## config.mk

```make
export PLATFORM = sky130hd
export DESIGN_NAME = iba_div
export DESIGN_NICKNAME = d
export VERILOG_FILES = /design/src/rtl/core/iba_pkg.sv /design/src/rtl/core/iba_div.sv
export SDC_FILE = /design/constraint.sdc
export NUM_CORES = 1
export LEC_CHECK = 0
export BUFFER_PORTS_ARGS = -buffer_cell sky130_fd_sc_hd__buf_2
export CAP_MARGIN = 5
export CORE_ASPECT_RATIO = 0.5
export CORE_MARGIN = 4
export CORE_UTILIZATION = 47
export CTS_BUF_LIST = sky130_fd_sc_hd__clkbuf_16
export DETAILED_ROUTE_END_ITERATION = 10
export PLACE_DENSITY_LB_ADDON = 0.08
export SLEW_MARGIN = 20
export SYNTH_ARGS = -nofsm -noshare
export SYNTH_HDL_FRONTEND = slang
export SYNTH_SLANG_ARGS = --single-unit
```

## constraint.sdc

```tcl
create_clock -name clk -period 3.35 [get_ports clk]
set_clock_uncertainty 0.2 [all_clocks]
set_input_delay 0.67 -clock clk [delete_from_list [all_inputs] [get_ports clk]]
set_output_delay 0.67 -clock clk [all_outputs]
set_load 0.03 [all_outputs]
```

## src/rtl/core/iba_pkg.sv

```systemverilog
// Shared widths, codes and helpers of the integral image box average block.
package iba_pkg;

	localparam int MAX_DIM_DEF = 64;

	localparam int CFG_W    = 7;
	localparam int PIX_W    = 8;
	localparam int QPOS_W   = 6;
	localparam int STATUS_W = 2;
	localparam int INTEG_W  = 20;
	localparam int SMOOTH_W = 8;
	localparam int STORE_W  = 21;
	localparam int RSUM_W   = 14;
	localparam int SUM_W    = 24;
	localparam int AREA_W   = 13;
	localparam int NUM_W    = 24;
	localparam int DEN_W    = AREA_W + 1;
	localparam int CIDX_W   = 2;

	localparam logic [CFG_W-1:0] WIN_MAX   = 7'd64;
	localparam logic [CFG_W-1:0] WIN_RESET = 7'd3;

	localparam logic [CIDX_W-1:0] REG_IMAGE_ROWS  = 2'd0;
	localparam logic [CIDX_W-1:0] REG_IMAGE_COLS  = 2'd1;
	localparam logic [CIDX_W-1:0] REG_WINDOW_ROWS = 2'd2;
	localparam logic [CIDX_W-1:0] REG_WINDOW_COLS = 2'd3;

	localparam logic CMD_LOAD  = 1'b0;
	localparam logic CMD_QUERY = 1'b1;

	localparam logic [STATUS_W-1:0] ST_OK         = 2'd0;
	localparam logic [STATUS_W-1:0] ST_OUTSIDE    = 2'd1;
	localparam logic [STATUS_W-1:0] ST_NOT_LOADED = 2'd2;

	typedef enum logic [2:0] {
		RD_BR  = 3'd0,
		RD_TR  = 3'd1,
		RD_BL  = 3'd2,
		RD_TL  = 3'd3,
		RD_CTR = 3'd4
	} rd_sel_t;

	typedef struct packed {
		logic    vld;
		logic    zero;
		rd_sel_t sel;
	} rd_tag_t;

	function automatic logic [CFG_W-1:0] clamp_cfg(input logic [CFG_W-1:0] v,
			input logic [CFG_W-1:0] hi);
		logic [CFG_W-1:0] r;
		r = v;
		if (v == '0) r = CFG_W'(1);
		else if (v > hi) r = hi;
		return r;
	endfunction

endpackage

```

## src/rtl/core/iba_div.sv

```systemverilog
// Restoring divider, one quotient bit per cycle.
module iba_div import iba_pkg::*; (
	input  logic             clk,
	input  logic             arst_n,
	input  logic             start,
	input  logic [NUM_W-1:0] num,
	input  logic [DEN_W-1:0] den,
	output logic             busy,
	output logic [NUM_W-1:0] quot
);

	localparam int CNT_W = $clog2(NUM_W + 1);

	logic             busy_q;
	logic [CNT_W-1:0] cnt_q;
	logic [DEN_W-1:0] den_q;
	logic [DEN_W-1:0] rem_q;
	logic [NUM_W-1:0] quo_q;
	logic [DEN_W:0]   rem_sh;
	logic [DEN_W+1:0] diff;
	logic             ge;

	assign rem_sh = {rem_q, quo_q[NUM_W-1]};
	assign diff   = {1'b0, rem_sh} - {2'b00, den_q};
	assign ge     = ~diff[DEN_W+1];

	always_ff @(posedge clk or negedge arst_n) begin
		if (!arst_n) begin
			busy_q <= 1'b0;
			cnt_q  <= '0;
		end else if (start) begin
			busy_q <= 1'b1;
			cnt_q  <= CNT_W'(NUM_W);
		end else if (busy_q) begin
			cnt_q <= cnt_q - CNT_W'(1);
			if (cnt_q == CNT_W'(1)) busy_q <= 1'b0;
		end
	end

	always_ff @(posedge clk) begin
		if (start) begin
			den_q <= den;
			rem_q <= '0;
			quo_q <= num;
		end else if (busy_q) begin
			rem_q <= ge ? diff[DEN_W-1:0] : rem_sh[DEN_W-1:0];
			quo_q <= {quo_q[NUM_W-2:0], ge};
		end
	end

	assign busy = busy_q;
	assign quot = quo_q;

endmodule

```

# --- Yosys cells after proc, flatten, opt, wreduce, memory -nomap -nowiden ---
# Index checks and enable logic that the tools add are counted.
op_classes:
  add_sub_neg: 2
  n_eq_ne: 1
  n_mux: 8
  reduce_logical: 1
  bitwise: 1
op_table:
  columns: ["op", "count"]
  rows:
  - ["24-bit 2-to-1 mux", 2]
  - ["15-bit by 14-bit subtractor with 16-bit output", 1]
  - ["14-bit 2-to-1 mux", 1]
  - ["5-bit 2-to-1 mux", 2]
  - ["5-bit by 1-bit == test with 1-bit output, second input constant", 1]
  - ["5-bit by 1-bit subtractor with 5-bit output, second input constant", 1]
  - ["1-bit 2-to-1 mux", 3]
  - ["2-bit nonzero test", 1]
  - ["1-bit NOT", 1]
totals:
  output_inout_bits: 25
  ff_bits: 58
  input_bits: 41
  elab_cells: 18

# --- Logic depth before layout (Yosys ltp) ---
# Gate-level depths: netlist of run 1.
logic_depth:
  depth_word: 4
  mapped_depth: 10
  depth_no_buf: 9

# --- Worst setup path after synthesis of run 1 ---
# Ideal clock, no wire load.
synth_path:
  path_type: "flip-flop to flip-flop"
  from: "register quo_q[23], in the netlist quot[23]"
  to: "register rem_q[12]"
  setup_ns: 0.091
  required_ns: 3.059
  path_stages_with_launch: 10
  synth_period_minus_slack_ns: 2.539
  setup_slack_ns: 0.811
  path_buffers: 0
  t_arrival_ns: 2.248
  cell_sequence: "edfxtp_1 > inv_1 > ha_1 > fa_1 > nor2b_1 > o31a_1 > o21ai_0 > o41ai_1 > o21ai_1 > a311oi_1"
synth_via:
  elab_chain_cells: 2
synth_lines:
  columns: ["item", "line_no", "text"]
  rows:
  - ["start: declaration", "iba_div.sv:18", "logic [NUM_W-1:0] quo_q;"]
  - ["start signal: assignment", "iba_div.sv:44", "quo_q <= num;"]
  - ["start signal: assignment", "iba_div.sv:47", "quo_q <= {quo_q[NUM_W-2:0], ge};"]
  - ["15-bit by 14-bit subtractor with 16-bit output", "iba_div.sv:24", "assign diff = {1'b0, rem_sh} - {2'b00, den_q};"]
  - ["14-bit 2-to-1 mux", "iba_div.sv:46", "rem_q <= ge ? diff[DEN_W-1:0] : rem_sh[DEN_W-1:0];"]
  - ["end signal: assignment", "iba_div.sv:46", null]
  - ["end: declaration", "iba_div.sv:17", "logic [DEN_W-1:0] rem_q;"]
# No other way between the ends.
# A chain may end at the register's enable or synchronous reset.

# --- Final worst setup path of run 1 ---
layout_path:
  from: "register den_q[7]"
  to: "register rem_q[1]"
layout_via:
  elab_chain_cells: 2
layout_lines:
  columns: ["item", "line_no", "text"]
  rows:
  - ["start: declaration", "iba_div.sv:16", "logic [DEN_W-1:0] den_q;"]
  - ["start signal: assignment", "iba_div.sv:42", "den_q <= den;"]
  - ["15-bit by 14-bit subtractor with 16-bit output", "iba_div.sv:24", null]
  - ["14-bit 2-to-1 mux", "iba_div.sv:46", null]
# No other way between the ends.

==> impl_metrics.toml, run 1 <==
[run_status]
status = "finished clean"

[critical_path]
cp_max_fo = 16
path_cells = "inv_1, ha_1, a21o_1, a31o_1, a221oi_4, a31oi_4, nor4b_1, a311o_1"
path_delay_family = "compound AO/OA/AOI/OAI gates"
worstPathArrival_ns = 2.73
critPathCaptureType = "flip-flop"
required_ns = 3.36
cp_num_buf_inv = 1
critPathKind = "reg2reg"
slowest_delay_ns = 0.37
start_kind = "flip-flop"
slowest_stage = "ha_1"

[sta]
setup_tns_ns = 0
setup_ws_ns = 0.632
finalMaxSlewViolations = 0
whs_ns = 0.301
finalHoldViolCount = 0
slew_headroom_pct = 63.2
max_slew.worst_pin.slew_ns = 0.548
final.period_utilization_pct = 81.1
setup_viol_count_final = 0
grt_setup_unrepaired = "no"
period_needed_ns = 2.72
fmax_mhz = 368

[synth]
yosys_warnings = 0
ys_ff_latch = 58
ys_seq_area_share_pct = 49.8
syn_nets = 336
synthFlopType = "edfxtp_1"
async_reset_ff_share_pct = 10.3
synth.cell_area_um2 = 3160
synth_edf_count = 38
synthesis.instances = 278
ys_types = 54
avgSynthCellArea_um2 = 11.4

[global_route]
grt_start_max_net_pins = 25
grt_pass1_wl_mm = 11.3
antenna_found_initial = 0
grt_pass1_vias = 2409
grt_overflow = 0
grt_use_total_pct = 18.1

[clock_network]
cts_resized = 0
htreeDepth = 3
cts_buffers = 9
path_clk_slew_ns = 0.05
ctsRootBufferMaster = "clkbuf_16"
clk_path_buf_depth = 2
cts_sinks = 58
clock_latency_ns = 0.32
cts_tree = "built"

[routing]
drt_iter0_markers = 167
routedWlPerCell_um = 15.2
ant_nets = 0
finalWirelength_mm = 6.70
dr.pass1.iters = 4
vias = 2387
drc_errors = 0
viasPerCell = 5.41

[final_layout]
final_core_util_pct = 61.7
syn_to_final_growth_pct = 22.6
stdcell_count = 441
fin_area_um2 = 3870
final_layout_size_suffix_gt1_share_pct = 32.0
diodes = 0
fillers = 526
finalNetCount = 406

[job]
cap_violations = 0

[place]
dp.cells = 424
portBuffers = 65
place_congestion = 0.841
hpwl_mm = 4.90
placed_area_um2 = 3580
pre_cts_ws_ns = 0.654

[floorplanning]
core_area_um2 = 6280
die_area_um2 = 8170
die_h_um = 66.0
rows = 20
dieWidth_um = 124
initial_utilization_pct = 50.3
io_pins = 66

[pwr]
p_leak_nw = 1.66
ir_drop_uv = 383
p_total_mw = 2.74
p_per_area_nw_per_um2 = 707

[worst_hold_path]
worstHoldPathType = "reg2reg"
Yosys cell counts (all sizes together), types with 3 or more instances:
library cell  number  area [um^2]
a221oi             3         43.8
a31o               3         26.3
nor4               3         18.8
o21a               6         45.0
edfxtp            38         1140
nor3               3         15.0
a31oi              3         33.8
o31a               3         26.3
nor2              24         90.1
xor2               4         35.0
inv               25         93.8
mux2              24          270
or2                3         18.8
a311oi             4         35.0
nor2b              3         18.8
ha                16          200
xnor2              4         35.0
o21ai             10         50.1
a211oi             5         37.5
nand2             10         37.5
clkbuf             7         26.3
nand3              9         45.0
o31ai              3         22.5
buf                4         21.3
dfxtp             14          280
dfrtp              6          150
a21oi             10         50.1
mux2i              7         70.1
where the power goes:
| part | total (mW) | switching, mW | internal, mW |
|---|---|---|---|
| logic | 0.904 | 0.519 | 0.385 |
| registers | 0.961 | 0.0791 | 0.882 |
| clock network | 0.873 | 0.308 | 0.565 |
| total | 2.74 | 0.906 | 1.83 |
flip-flops by register name (all words and copies together), names as in the netlist:
register,cells
quot,24
busy,1
den_q,14
cnt_q,5
rem_q,14
cell usage in the layout, fill, tap and decap left out, types with 10 or more instances in the layout:
| cell type | count |
|---|---|
| inv_1 | 26 |
| a21oi_1 | 10 |
| nor2_1 | 24 |
| mux2_2 | 24 |
| edfxtp_1 | 38 |
| buf_2 | 65 |
| ha_1 | 16 |
| dfxtp_1 | 14 |
| nand2_1 | 10 |
worst paths after layout:
path	start	end	slack, ns	cells after the start
min in group asynchronous	arst_n	cnt_q[0]$_DFFE_PN0P_	0.50	2
setup / recovery	den_q[7]$_DFFE_PP_	rem_q[1]$_SDFFE_PP0P_	0.63	8
setup reg to reg	den_q[7]$_DFFE_PP_	rem_q[1]$_SDFFE_PP0P_	0.63	8
max in group asynchronous	arst_n	cnt_q[2]$_DFFE_PN0P_	2.30	2
hold reg to reg	rem_q[8]$_SDFFE_PP0P_	rem_q[8]$_SDFFE_PP0P_	0.30	2
hold / removal	rem_q[8]$_SDFFE_PP0P_	rem_q[8]$_SDFFE_PP0P_	0.30	2
what timing repair did:
item,in CTS,in global routing
endpoints found under the hold margin,6,0
buffers inserted,0,0
hold buffers,1,0
tightest hold or removal path: stages (launching register included):
cell	delay [ns]
dfxtp_1	0.33
nand2_1	0.07
a21oi_1	0.05
cells by family (layout without fill, tap and decap cells):
kind of cell	count (synthesis)	count (layout)	synth area share (%)
multiplexers	31	31	10.8
flip-flops	58	58	49.8
XOR/XNOR	8	8	2.22
adder cells (fa/ha/maj)	17	17	6.97
AO/OA/AOI/OAI	65	65	16.2
buffers and inverters	36	111	4.48
AND/OR/NAND/NOR	63	63	9.63
per-layer routing:
layer	GRT usage, %	share of wire (%)	vias up
met5	0	0	-
met2	28.2	45	62
met4	4.91	0.88	0
met3	8.63	7.7	10
li1	-	-	1191
met1	22.5	47	1124
final cells by class:
| type | count | area, um^2 | area share (%) |
|---|---|---|---|
| repair buffers | 70 | 365 | 9.43 |
| clock inverters | 7 | 61.3 | 1.58 |
| clock buffers | 9 | 225 | 5.82 |
| multi-input cells | 184 | 1450 | 37.3 |
| inverters | 25 | 93.8 | 2.42 |
| well taps | 88 | 110 | 2.84 |
| flip-flops and latches | 58 | 1570 | 40.6 |
(Power assumes the default switching activity.)
==> run 2: changes to the inputs <==
ABC_AREA = 1   (was default)
clock period = 2.54 ns   (was 3.35 ns; I/O delays follow)
==> run 2 against run 1 <==
Net effect: combinational power rose by 86%; core utilization fell by 1.0 points; global-route usage rose by 1.3 points; cell count rose by 36%; via count rose by 20%; total power rose by 58%; clock-buffer cell count did not move; design area rose by 6.1%; flip-flop and latch count did not move; fmax rose by 20%; first-iteration DRC count rose by 8.4%; worst hold slack got worse by 0.15 ns; critical path type unchanged.
==> impl_metrics.toml, run 2 <==
[run_status]
status = "finished clean"

[synth]
synthSimpleGateAreaFrac_pct = 31.7
synth_top_area_share_pct = 34.3
synth_top_family_by_area = "simple AND/OR/NAND/NOR gates"
async_reset_ff_share_pct = 10.3
synth_compound_gate_area_share_pct = 3.65
synth.cell_area_um2 = 3320
syn_nets = 484
synthFlopType = "edfxtp_1"
ys_seq_area_share_pct = 47.3
synth_top_cell_by_area = "edfxtp_1"
yosys_warnings = 0
ys_ff_latch = 58
ys_types = 34
avgSynthCellArea_um2 = 7.80
synthMuxAreaShare_pct = 0
yosysMostFrequentCell = "nand2_1"
synth_commonest_cells = "nand2_1, inv_1, edfxtp_1"
synth_xor_area_share_pct = 1.05
synthTopCellsByArea = "edfxtp_1, nand2_1, dfxtp_1"
synthesis.instances = 426
synth_edf_count = 38
synthAdderAreaFrac_pct = 6.63

[final_layout]
final_common_cell = "nand2_1"
syn_to_final_growth_pct = 23.6
fillers = 629
diodes = 0
stdcell_count = 598
seq_area_um2 = 1570
multi_input_area_um2 = 1430
finalNetCount = 559
largest_register_ffs = 24
fin_area_um2 = 4110
final_layout_size_suffix_gt1_share_pct = 18.8
final_cell_mix = "nand2_1, inv_1, buf_2, edfxtp_1, nand3_1"

[clock_network]
clk_path_buf_depth = 2
path_clk_slew_ns = 0.05
ctsRootBufferMaster = "clkbuf_16"
cts_resized = 0
htreeDepth = 3
cts_setup_buffers = 0
cts_tree = "built"
clock_latency_ns = 0.33
cts_sinks = 58
cts_buffers = 9
holdBufCountCts = 1

[floorplanning]
initial_utilization_pct = 49.0
die_h_um = 67.5
die_area_um2 = 8560
io_pins = 66
dieWidth_um = 127
rows = 21
core_area_um2 = 6780

[global_route]
grt_use_met1_pct = 24.9
grt_pass1_wl_mm = 12.8
use_met2_pct = 29.9
grtUsageMet3_pct = 8.37
grt_use_total_pct = 19.4
grt_overflow = 0
grt_pass1_vias = 2791
grt-busiest-layer = "met2"
grt_start_max_net_pins = 33
antenna_found_initial = 0

[worst_hold_path]
worstHoldPathType = "in2reg"

[routing]
dr.pass1.iters = 4
ant_nets = 0
routedWlPerCell_um = 12.9
drc_errors = 0
drt_iter0_markers = 181
viasPerCell = 4.78
finalWirelength_mm = 7.72
vias = 2859

[place]
hpwl_mm = 5.44
placed_area_um2 = 3760
dp.cells = 581
portBuffers = 65
place_congestion = 0.878

[critical_path]
worstPathArrival_ns = 2.24
critPathKind = "reg2reg"
critPathCaptureType = "flip-flop"
required_ns = 2.52
cp_max_fo = 11
start_kind = "flip-flop"

[sta]
setup_viol_count_final = 0
max_slew.worst_pin.slew_ns = 0.637
whs_ns = 0.151
finalHoldViolCount = 0
fmax_mhz = 443
setup_tns_ns = 0
slew_headroom_pct = 57.4
final.period_utilization_pct = 88.9
finalMaxSlewViolations = 0
grt_setup_unrepaired = "no"
period_needed_ns = 2.26

[pwr]
p_total_mw = 4.34
p_leak_nw = 2.22
p_per_area_nw_per_um2 = 1060
ir_drop_uv = 461

[job]
cap_violations = 0
[run 2: cell families after synthesis]
logic type / count (synthesis)
buf+inv: 81
fa+ha+maj: 17
compound gates: 21
xor+xnor: 4
simple gates: 245
flops: 58
[run 2: layout make-up]
| cell class | count | area share [%] |
|---|---|---|
| inverters | 72 | 6.58 |
| clock inverters | 7 | 2.68 |
| repair buffers | 73 | 9.44 |
| flip-flops and latches | 58 | 38.2 |
| multi-input cells | 287 | 34.8 |
| clock buffers | 9 | 5.48 |
| well taps | 92 | 2.80 |
[run 2: path summary, 6_finish.rpt]
kind                                  startpoint                     to  slack (ns)  cells after the start
min in group asynchronous                 arst_n         busy$_DFF_PN0_        0.33                      2
max                           den_q[9]$_DFFE_PP_  rem_q[1]$_SDFFE_PP0P_        0.28                     11
max in group asynchronous                 arst_n   cnt_q[2]$_DFFE_PN0P_        1.67                      2
min                                       den[1]     den_q[1]$_DFFE_PP_        0.15                      1
max reg2reg                   den_q[9]$_DFFE_PP_  rem_q[1]$_SDFFE_PP0P_        0.28                     11
min reg2reg                rem_q[8]$_SDFFE_PP0P_  rem_q[8]$_SDFFE_PP0P_        0.27                      2
[run 2: routing by layer]
metal,up-vias,routed length (um)
li1,1492,-
met1,1280,3640
met2,80,3350
met3,7,655
met4,0,70
met5,-,0
[run 2: critical path: stages, from the launching register on]
cell and delay (ns):
edfxtp_1 0.32, inv_1 0.04, ha_1 0.35, nand2_1 0.15
inv_1 0.06, nand2_1 0.07, nand2_1 0.09, a21oi_4 0.38
buf_4 0.20, nand3_1 0.07, nand3_1 0.09, o21ai_0 0.09
[run 2: where the power goes]
part           internal (mW)  leakage [nW]  switching [mW]
Clock                  0.947         0.164           0.415
Combinational          0.622          1.47            1.05
Sequential              1.19         0.583           0.110
Total                   2.76          2.22            1.58
[run 2: through the flow]
step	util [%]	setup slack, ns
6_report	60.6	0.281
5_1_grt	60.6	0.111
4_1_cts	60.6	0.298
3_5_place_dp	55.5	0.324
3_3_place_gp	55.5	0.351
2_1_floorplan	-	0.419
